## src/rtl/mta_pkg.sv

```systemverilog
// Shared types and codes for the membership table.
// No dependencies; imported by mta_mem and the top level.
package mta_pkg;

    localparam int KEY_W = 31;
    localparam int OP_W  = 2;
    localparam int ANS_W = 2;

    typedef logic [KEY_W-1:0] key_t;
    typedef logic [OP_W-1:0]  op_t;
    typedef logic [ANS_W-1:0] ans_t;

    // request opcodes (code 3 is ignored)
    localparam op_t OP_ADD    = 2'd0;
    localparam op_t OP_QUERY  = 2'd1;
    localparam op_t OP_REMOVE = 2'd2;

    // answer codes
    localparam ans_t ANS_ADDED   = 2'd0;
    localparam ans_t ANS_EXISTS  = 2'd1;
    localparam ans_t ANS_FULL    = 2'd2;
    localparam ans_t ANS_ABSENT  = 2'd0;
    localparam ans_t ANS_PRESENT = 2'd1;

endpackage

```

## src/rtl/membership_table_add_query_remove_top.sv

```systemverilog
// Membership table: bounded set of unique 31-bit keys with add, query and remove.
// Depends on mta_pkg and mta_mem.
//
// A request (op, key) is taken when start is high and busy is low. Keys live
// packed in a single-port-read memory; one comparator walks the list one entry
// per cycle, and add and query stop early on a hit, as soon as the matching
// entry's read data is compared. An add to a full table answers straight from
// idle without a scan. A remove scans to the match and then moves each later
// entry down one slot per cycle through the same read port; it gives no answer.
// Op code 3 is dropped. Answers appear on answer for exactly one cycle with done
// high; the receiver cannot hold them off, and a new request may be issued in
// that same cycle.
module membership_table_add_query_remove_top #(
    parameter int DEPTH = 128
) (
    input  logic          clk,
    input  logic          rst_n,
    input  logic          start,
    output logic          busy,
    input  mta_pkg::op_t  op,
    input  mta_pkg::key_t key,
    output logic          done,
    output mta_pkg::ans_t answer
);
    import mta_pkg::*;

    localparam int AW = (DEPTH > 1) ? $clog2(DEPTH) : 1;
    localparam int CW = $clog2(DEPTH + 1);

    typedef enum logic [1:0] {ST_IDLE, ST_SCAN, ST_SHIFT} state_t;

    state_t          state_reg;
    op_t             op_reg;
    key_t            key_reg;
    logic [CW-1:0]   fill_reg;
    logic [CW-1:0]   ptr_reg;      // next entry to read
    logic            cmp_vld_reg;  // read data is valid this cycle
    logic [AW-1:0]   cmp_idx_reg;  // entry the read data came from
    logic            done_reg;
    ans_t            answer_reg;

    logic            issue;
    logic            hit;
    logic            at_end;
    logic            mem_we;
    logic [AW-1:0]   mem_waddr;
    key_t            mem_wdata;
    key_t            mem_rdata;

    // shared read port and comparator
    assign issue  = (state_reg != ST_IDLE) && (ptr_reg != fill_reg);
    assign hit    = cmp_vld_reg && (mem_rdata == key_reg);
    assign at_end = (ptr_reg == fill_reg);

    always_comb
    begin
        mem_we    = 1'b0;
        mem_waddr = fill_reg[AW-1:0];
        mem_wdata = key_reg;
        if (state_reg == ST_SHIFT)
        begin
            // move entry idx down to idx-1
            mem_we    = cmp_vld_reg;
            mem_waddr = cmp_idx_reg - AW'(1);
            mem_wdata = mem_rdata;
        end
        else if (state_reg == ST_SCAN)
        begin
            // append on a miss
            mem_we = !hit && at_end && (op_reg == OP_ADD);
        end
    end

    mta_mem #(
        .DEPTH (DEPTH),
        .AW    (AW)
    ) u_mem (
        .clk   (clk),
        .we    (mem_we),
        .waddr (mem_waddr),
        .wdata (mem_wdata),
        .re    (issue),
        .raddr (ptr_reg[AW-1:0]),
        .rdata (mem_rdata)
    );

    always_ff @(posedge clk or negedge rst_n)
    begin
        if (!rst_n)
        begin
            state_reg   <= ST_IDLE;
            fill_reg    <= '0;
            ptr_reg     <= '0;
            cmp_vld_reg <= 1'b0;
            cmp_idx_reg <= '0;
            done_reg    <= 1'b0;
            answer_reg  <= ANS_ADDED;
            op_reg      <= OP_ADD;
            key_reg     <= '0;
        end
        else
        begin
            done_reg <= 1'b0;
            unique case (state_reg)
                ST_IDLE:
                begin
                    if (start)
                    begin
                        op_reg      <= op;
                        key_reg     <= key;
                        ptr_reg     <= '0;
                        cmp_vld_reg <= 1'b0;
                        if (op == OP_ADD && fill_reg == CW'(DEPTH))
                        begin
                            answer_reg <= ANS_FULL;
                            done_reg   <= 1'b1;
                        end
                        else if (op == OP_ADD || op == OP_QUERY || op == OP_REMOVE)
                        begin
                            state_reg <= ST_SCAN;
                        end
                    end
                end
                ST_SCAN:
                begin
                    ptr_reg     <= ptr_reg + CW'(issue);
                    cmp_vld_reg <= issue;
                    cmp_idx_reg <= ptr_reg[AW-1:0];
                    if (hit)
                    begin
                        unique case (op_reg)
                            OP_ADD:
                            begin
                                answer_reg <= ANS_EXISTS;
                                done_reg   <= 1'b1;
                                state_reg  <= ST_IDLE;
                            end
                            OP_QUERY:
                            begin
                                answer_reg <= ANS_PRESENT;
                                done_reg   <= 1'b1;
                                state_reg  <= ST_IDLE;
                            end
                            OP_REMOVE:
                            begin
                                ptr_reg     <= CW'(cmp_idx_reg) + CW'(1);
                                cmp_vld_reg <= 1'b0;
                                state_reg   <= ST_SHIFT;
                            end
                            default:
                            begin
                                state_reg <= ST_IDLE;
                            end
                        endcase
                    end
                    else if (at_end)
                    begin
                        if (op_reg == OP_ADD)
                        begin
                            fill_reg   <= fill_reg + CW'(1);
                            answer_reg <= ANS_ADDED;
                            done_reg   <= 1'b1;
                        end
                        else if (op_reg == OP_QUERY)
                        begin
                            answer_reg <= ANS_ABSENT;
                            done_reg   <= 1'b1;
                        end
                        state_reg <= ST_IDLE;
                    end
                end
                ST_SHIFT:
                begin
                    ptr_reg     <= ptr_reg + CW'(issue);
                    cmp_vld_reg <= issue;
                    cmp_idx_reg <= ptr_reg[AW-1:0];
                    if (at_end)
                    begin
                        // last move (if any) is written this cycle
                        fill_reg  <= fill_reg - CW'(1);
                        state_reg <= ST_IDLE;
                    end
                end
                default:
                begin
                    state_reg <= ST_IDLE;
                end
            endcase
        end
    end

    assign busy   = (state_reg != ST_IDLE);
    assign done   = done_reg;
    assign answer = answer_reg;

    // an answer only follows a request that was taken or in progress
    a_done_after_req: assert property (@(posedge clk) disable iff (!rst_n)
        done |-> $past(busy || start))
        else $error("answer without a request");

    // answers are issued on the way back to idle
    a_done_idle: assert property (@(posedge clk) disable iff (!rst_n)
        done |-> !busy)
        else $error("answer while busy");

    // fill count never passes capacity
    a_fill_bound: assert property (@(posedge clk) disable iff (!rst_n)
        fill_reg <= CW'(DEPTH))
        else $error("fill count over capacity");

    // writes stay within the occupied list (append slot included)
    a_write_bound: assert property (@(posedge clk) disable iff (!rst_n)
        mem_we |-> (CW'(mem_waddr) < fill_reg || CW'(mem_waddr) == fill_reg))
        else $error("write beyond list");

endmodule

```

## src/rtl/mta_mem.sv

```systemverilog
// Key storage: one write port, one read port with registered read data.
// Depends on mta_pkg for the key type.
module mta_mem #(
    parameter int DEPTH = 128,
    parameter int AW    = 7
) (
    input  logic              clk,
    input  logic              we,
    input  logic [AW-1:0]     waddr,
    input  mta_pkg::key_t     wdata,
    input  logic              re,
    input  logic [AW-1:0]     raddr,
    output mta_pkg::key_t     rdata
);
    import mta_pkg::*;

    key_t mem [DEPTH];
    key_t rdata_reg;

    always_ff @(posedge clk)
    begin
        if (we)
        begin
            mem[waddr] <= wdata;
        end
        if (re)
        begin
            rdata_reg <= mem[raddr];
        end
    end

    assign rdata = rdata_reg;

endmodule

```

## config.mk

```make
export PLATFORM = sky130hd
export DESIGN_NAME = membership_table_add_query_remove_top
export DESIGN_NICKNAME = d
export VERILOG_FILES = /design/src/rtl/mta_pkg.sv /design/src/rtl/membership_table_add_query_remove_top.sv /design/src/rtl/mta_mem.sv
export SDC_FILE = /design/constraint.sdc
export NUM_CORES = 2
export LEC_CHECK = 0
export ABC_CLOCK_PERIOD_IN_PS = 9810
export BUFFER_PORTS_ARGS = -buffer_cell sky130_fd_sc_hd__buf_2
export CAP_MARGIN = 15
export CORE_MARGIN = 1
export CORE_UTILIZATION = 50
export DETAILED_ROUTE_END_ITERATION = 12
export HOLD_SLACK_MARGIN = 0.06
export MAX_ROUTING_LAYER = met4
export PLACE_DENSITY = 0.7
export REMOVE_ABC_BUFFERS = 1
export SLEW_MARGIN = 25
export SYNTH_ARGS = -nofsm -noshare
export SYNTH_HDL_FRONTEND = slang
export SYNTH_SLANG_ARGS = --single-unit
```

## constraint.sdc

```tcl
create_clock -name clk -period 9.81 [get_ports clk]
set_clock_uncertainty 0.15 [all_clocks]
set_input_delay 1.4715 -clock clk [delete_from_list [all_inputs] [get_ports clk]]
set_output_delay 1.4715 -clock clk [all_outputs]
set_load 0.03 [all_outputs]
```

==> impl_summary.txt <==
----------------------------------------------------
[Clocking]
  Total CTS buffers ... 396
  Clock insertion delay at the later pin of the skew report ... 980 ps
  CTS tree ... done
  Clock tree root buffer cell ... sky130_fd_sc_hd__clkbuf_16
  Postcts setup bufs ... 0
  Number of buffers on the longest clock path ... 4
  Number of buffers inserted for hold repair after clock tree synthesis ... 0
  Resize count post-CTS ... 0
  Clock transition at the register clock pins on the worst setup and hold paths after CTS ... 60 ps
  Number of levels the H-tree was split into ... 5
  CTS Sinks ... 4061

[Timing]
  Final number of hold-violating endpoints ... 0
  Fmax achieved ... 151 MHz
  Sum of negative setup slack ... 0 ps
  Slew at the pin with the worst max-slew slack ... 1230 ps
  Slew Limit Fails ... 0
  Least setup slack across all paths after layout ... 3200 ps
  Tcrit/Tclk final ... 67.4%
  Worst slew margin relative to its limit ... 17.4%
  RSZ-0062 raised after global routing ... no
  Number of endpoints failing setup at the final stage ... 0
  Worst-case hold slack ... 288 ps
  Tmin final ... 6610 ps

[Critical path]
  CP cell instances ... buf_4, buf_4, buf_4, mux2i_1, o22ai_1, nor4_1, o21ai_1, or3_1
  Buffers and inverters on the worst path ... 3
  Category of the worst setup path launch point ... flop
  Required time of the worst setup path ... 10360 ps
  CP delay by family, top ... buffers and inverters
  Cell with the most instances on the worst path ... sky130_fd_sc_hd__buf_4
  Endpoint arrival time on the critical path ... 7160 ps
  Max FO, Critical Path ... 43
  Classification of the worst setup path ... reg -> reg
  Slowest stage cell on the critical path ... sky130_fd_sc_hd__nor4_1
  Kind of end point of the critical path ... flop
  Biggest cell delay along the critical path ... 1090 ps

[Route]
  First-pass iteration count of the detailed router ... 10
  Post-detailed-route DRC marker count ... 3
  Number of violations reported at the end of detailed-routing iteration 0 ... 11600
  Total via count in the routed design ... 76300
  Routed wire length per instance ... 35.6 um
  Post-DRT Antenna Nets ... 0
  Via/cell ratio ... 6.55
  Aggregate routed wire length ... 415000 um

[Logic synthesis]
  Netlist area before placement ... 157000 um2
  Unique masters post-synth ... 53
  Largest area contributor in the synthesized netlist ... sky130_fd_sc_hd__edfxtp_1
  Dominant cells by area after synthesis ... sky130_fd_sc_hd__edfxtp_1 (77%), sky130_fd_sc_hd__mux4_2 (15%), sky130_fd_sc_hd__mux2i_1 (2.4%), sky130_fd_sc_hd__dfrtp_1 (0.99%), sky130_fd_sc_hd__mux2_2 (0.52%)
  Number of enable flip-flop cells after synthesis ... 3999
  Dominant combinational cell family by area after synthesis ... multiplexers
  Ys flop type ... sky130_fd_sc_hd__edfxtp_1
  Post-synthesis share of cell area spent on and, or, nand and nor gates ... 1.65%
  Total of flip-flops plus latches after synthesis ... 4061
  Post-synthesis mux area share ... 18.1%
  XOR/XNOR Fraction of Synth Area ... 0.347%
  Yosys warns ... 0
  Adder-cell share of the synthesized area ... 0.125%
  Post-Syn Area per Cell ... 22.8 um2
  Area fraction of the dominant cell type after synthesis ... 76.7%
  Share of synthesized registers carrying an async set or reset ... 1.53%
  Compound-gate portion of the synthesized area ... 0.962%
  Seq/Total Area, Yosys ... 77.7%
  Syn Inst Count ... 6857

[Floorplan]
  Initial Util ... 50.2%
  Die ar. ... 315000 um2
  Row count ... 205
  Overall die width ... 562 um
  Die height ... 562 um
  Placeable Area ... 312000 um2
  Boundary Pins ... 40

[Global routing]
  Via count of the first global-routing pass ... 75300
  Overflow left after global routing ... 0
  Wire length of the first global-routing pass ... 578000 um
  Initial antenna violation count ... 34
  Overall Global Routing Usage ... 27.0%
  Maximum number of pins on one net before global-route repair ... 153

[Worst hold path]
  Worst min path class ... in -> async

[Placed design]
  Post-place setup slack ... 3060 ps
  Number of buffer cells added on primary ports ... 39
  Placer's final routability congestion estimate ... 0.928
  Detail Placement HPWL ... 229000 um

[Final layout]
  Net count of the finished layout ... 7231
  Largest register FFs ... 3968
  Total area of multi-input combinational cells ... 34400 um2
  Combined flip-flop and latch cell area ... 122000 um2
  Area growth from synthesis to final layout ... 12.7%
  # fillers ... 22000
  Proportion of layout cells with a drive suffix above 1 ... 28.3%

[Power and ir drop]
  Static leakage ... 0.0529 uW
  Maximum VDD drop ... 239 uV
  Total power consumption of the routed design ... 46100 uW
  Power density cells ... 261 nW/um2

[Run status]
  Violated checks ... design-rule violations
  Run status ... finished, violations left

[Flow run]
  Max cap viols ... 0

----------------------------------------------------
[routing by layer]
layer	vias to the layer above	wire length, um	GRT usage, %
li1	29700	-	-
met2	4994	194000	40.6
met5	-	0	-
met1	40800	152000	36.1
met4	0	20600	11.2
met3	841	48400	6.03
[power breakdown]
part           internal, uW  switching (uW)
combinational          2980            6010
sequential            21800             295
clock                  8430            6520
total                 33200           12800
[path summary, 6_finish.rpt]
kind,from,cells after the start,to,slack [ps]
max,ptr_reg[2]$_DFFE_PN0P_,8,u_mem.rdata[27]$_DFFE_PN_,3200
min,rst_n,1,key_reg[12]$_DFFE_PN0P_,290
max in group asynchronous,rst_n,2,ptr_reg[3]$_DFFE_PN0P_,8600
min reg2reg,fill_reg[7]$_DFFE_PN0P_,1,fill_reg[7]$_DFFE_PN0P_,390
min in group clk,fill_reg[7]$_DFFE_PN0P_,1,fill_reg[7]$_DFFE_PN0P_,390
max reg2reg,ptr_reg[2]$_DFFE_PN0P_,8,u_mem.rdata[27]$_DFFE_PN_,3200
[placed cells by master (no fill, tap or decap), types with 12 or more instances in the layout]
| master | count |
|---|---|
| sky130_fd_sc_hd__nand2_1 | 175 |
| sky130_fd_sc_hd__a21oi_1 | 41 |
| sky130_fd_sc_hd__diode_2 | 21 |
| sky130_fd_sc_hd__dfrtp_1 | 57 |
| sky130_fd_sc_hd__buf_2 | 38 |
| sky130_fd_sc_hd__ha_1 | 13 |
| sky130_fd_sc_hd__o21ai_1 | 31 |
| sky130_fd_sc_hd__clkbuf_1 | 76 |
| sky130_fd_sc_hd__o22ai_1 | 125 |
| sky130_fd_sc_hd__clkinvlp_4 | 12 |
| sky130_fd_sc_hd__xnor2_1 | 52 |
| sky130_fd_sc_hd__nor2_1 | 32 |
| sky130_fd_sc_hd__clkinv_2 | 75 |
| sky130_fd_sc_hd__nor2b_1 | 37 |
| sky130_fd_sc_hd__nor2_4 | 131 |
| sky130_fd_sc_hd__nor4_1 | 29 |
| sky130_fd_sc_hd__buf_4 | 217 |
| sky130_fd_sc_hd__edfxtp_1 | 3999 |
| sky130_fd_sc_hd__mux2_4 | 31 |
| sky130_fd_sc_hd__mux2i_1 | 374 |
| sky130_fd_sc_hd__nand3_1 | 78 |
| sky130_fd_sc_hd__mux4_2 | 1054 |
| sky130_fd_sc_hd__inv_1 | 49 |
| sky130_fd_sc_hd__or3_1 | 31 |
| sky130_fd_sc_hd__mux2_2 | 41 |
| sky130_fd_sc_hd__nand4_1 | 16 |
| sky130_fd_sc_hd__clkbuf_16 | 399 |
| sky130_fd_sc_hd__bufinv_16 | 34 |
| sky130_fd_sc_hd__clkinv_1 | 88 |
[synthesized netlist by cell type, types with 16 or more instances]
cell	n
sky130_fd_sc_hd__or3_1	31
sky130_fd_sc_hd__nand2_1	176
sky130_fd_sc_hd__dfrtp_1	62
sky130_fd_sc_hd__nor4_1	39
sky130_fd_sc_hd__edfxtp_1	3999
sky130_fd_sc_hd__nor2_1	164
sky130_fd_sc_hd__buf_1	82
sky130_fd_sc_hd__nand4_1	16
sky130_fd_sc_hd__buf_2	80
sky130_fd_sc_hd__nor2b_1	38
sky130_fd_sc_hd__xnor2_1	52
sky130_fd_sc_hd__mux2_2	72
sky130_fd_sc_hd__mux4_2	1054
sky130_fd_sc_hd__inv_1	49
sky130_fd_sc_hd__o22ai_1	126
sky130_fd_sc_hd__a21oi_1	41
sky130_fd_sc_hd__mux2i_1	374
sky130_fd_sc_hd__clkbuf_1	161
sky130_fd_sc_hd__nand3_1	88
sky130_fd_sc_hd__o21ai_1	31
sky130_fd_sc_hd__buf_6	23
[cell families (layout without fill, tap and decap cells)]
logic type,count (synthesis),in the layout
adder cells (fa/ha/maj),15,15
other,0,21
XOR/XNOR,62,62
AND/OR/NAND/NOR,567,567
buffers and inverters,406,1046
multiplexers,1500,1500
AO/OA/AOI/OAI,246,246
flip-flops,4061,4061
[metrics by stage]
| step | cell area, um2 | util [%] | std cells |
|---|---|---|---|
| after floorplan | 155000 | - | 6500 |
| after global placement | 163000 | 52.4 | 10900 |
| after detailed placement | 163000 | 52.5 | 10900 |
| after CTS | 176000 | 56.5 | 11600 |
| after global routing | 176000 | 56.6 | 11600 |
| final | 176000 | 56.6 | 11700 |
[layout make-up]
class	count	area share, %
inverter	49	0.104
clock buffer	478	5.84
multi-input combinational	2390	19.5
timing repair buffer	282	1.31
clock inverter	237	1.37
tap	4140	2.94
antenna	21	0.0298
sequential	4061	68.9
Power figures use the tool's default switching activity.
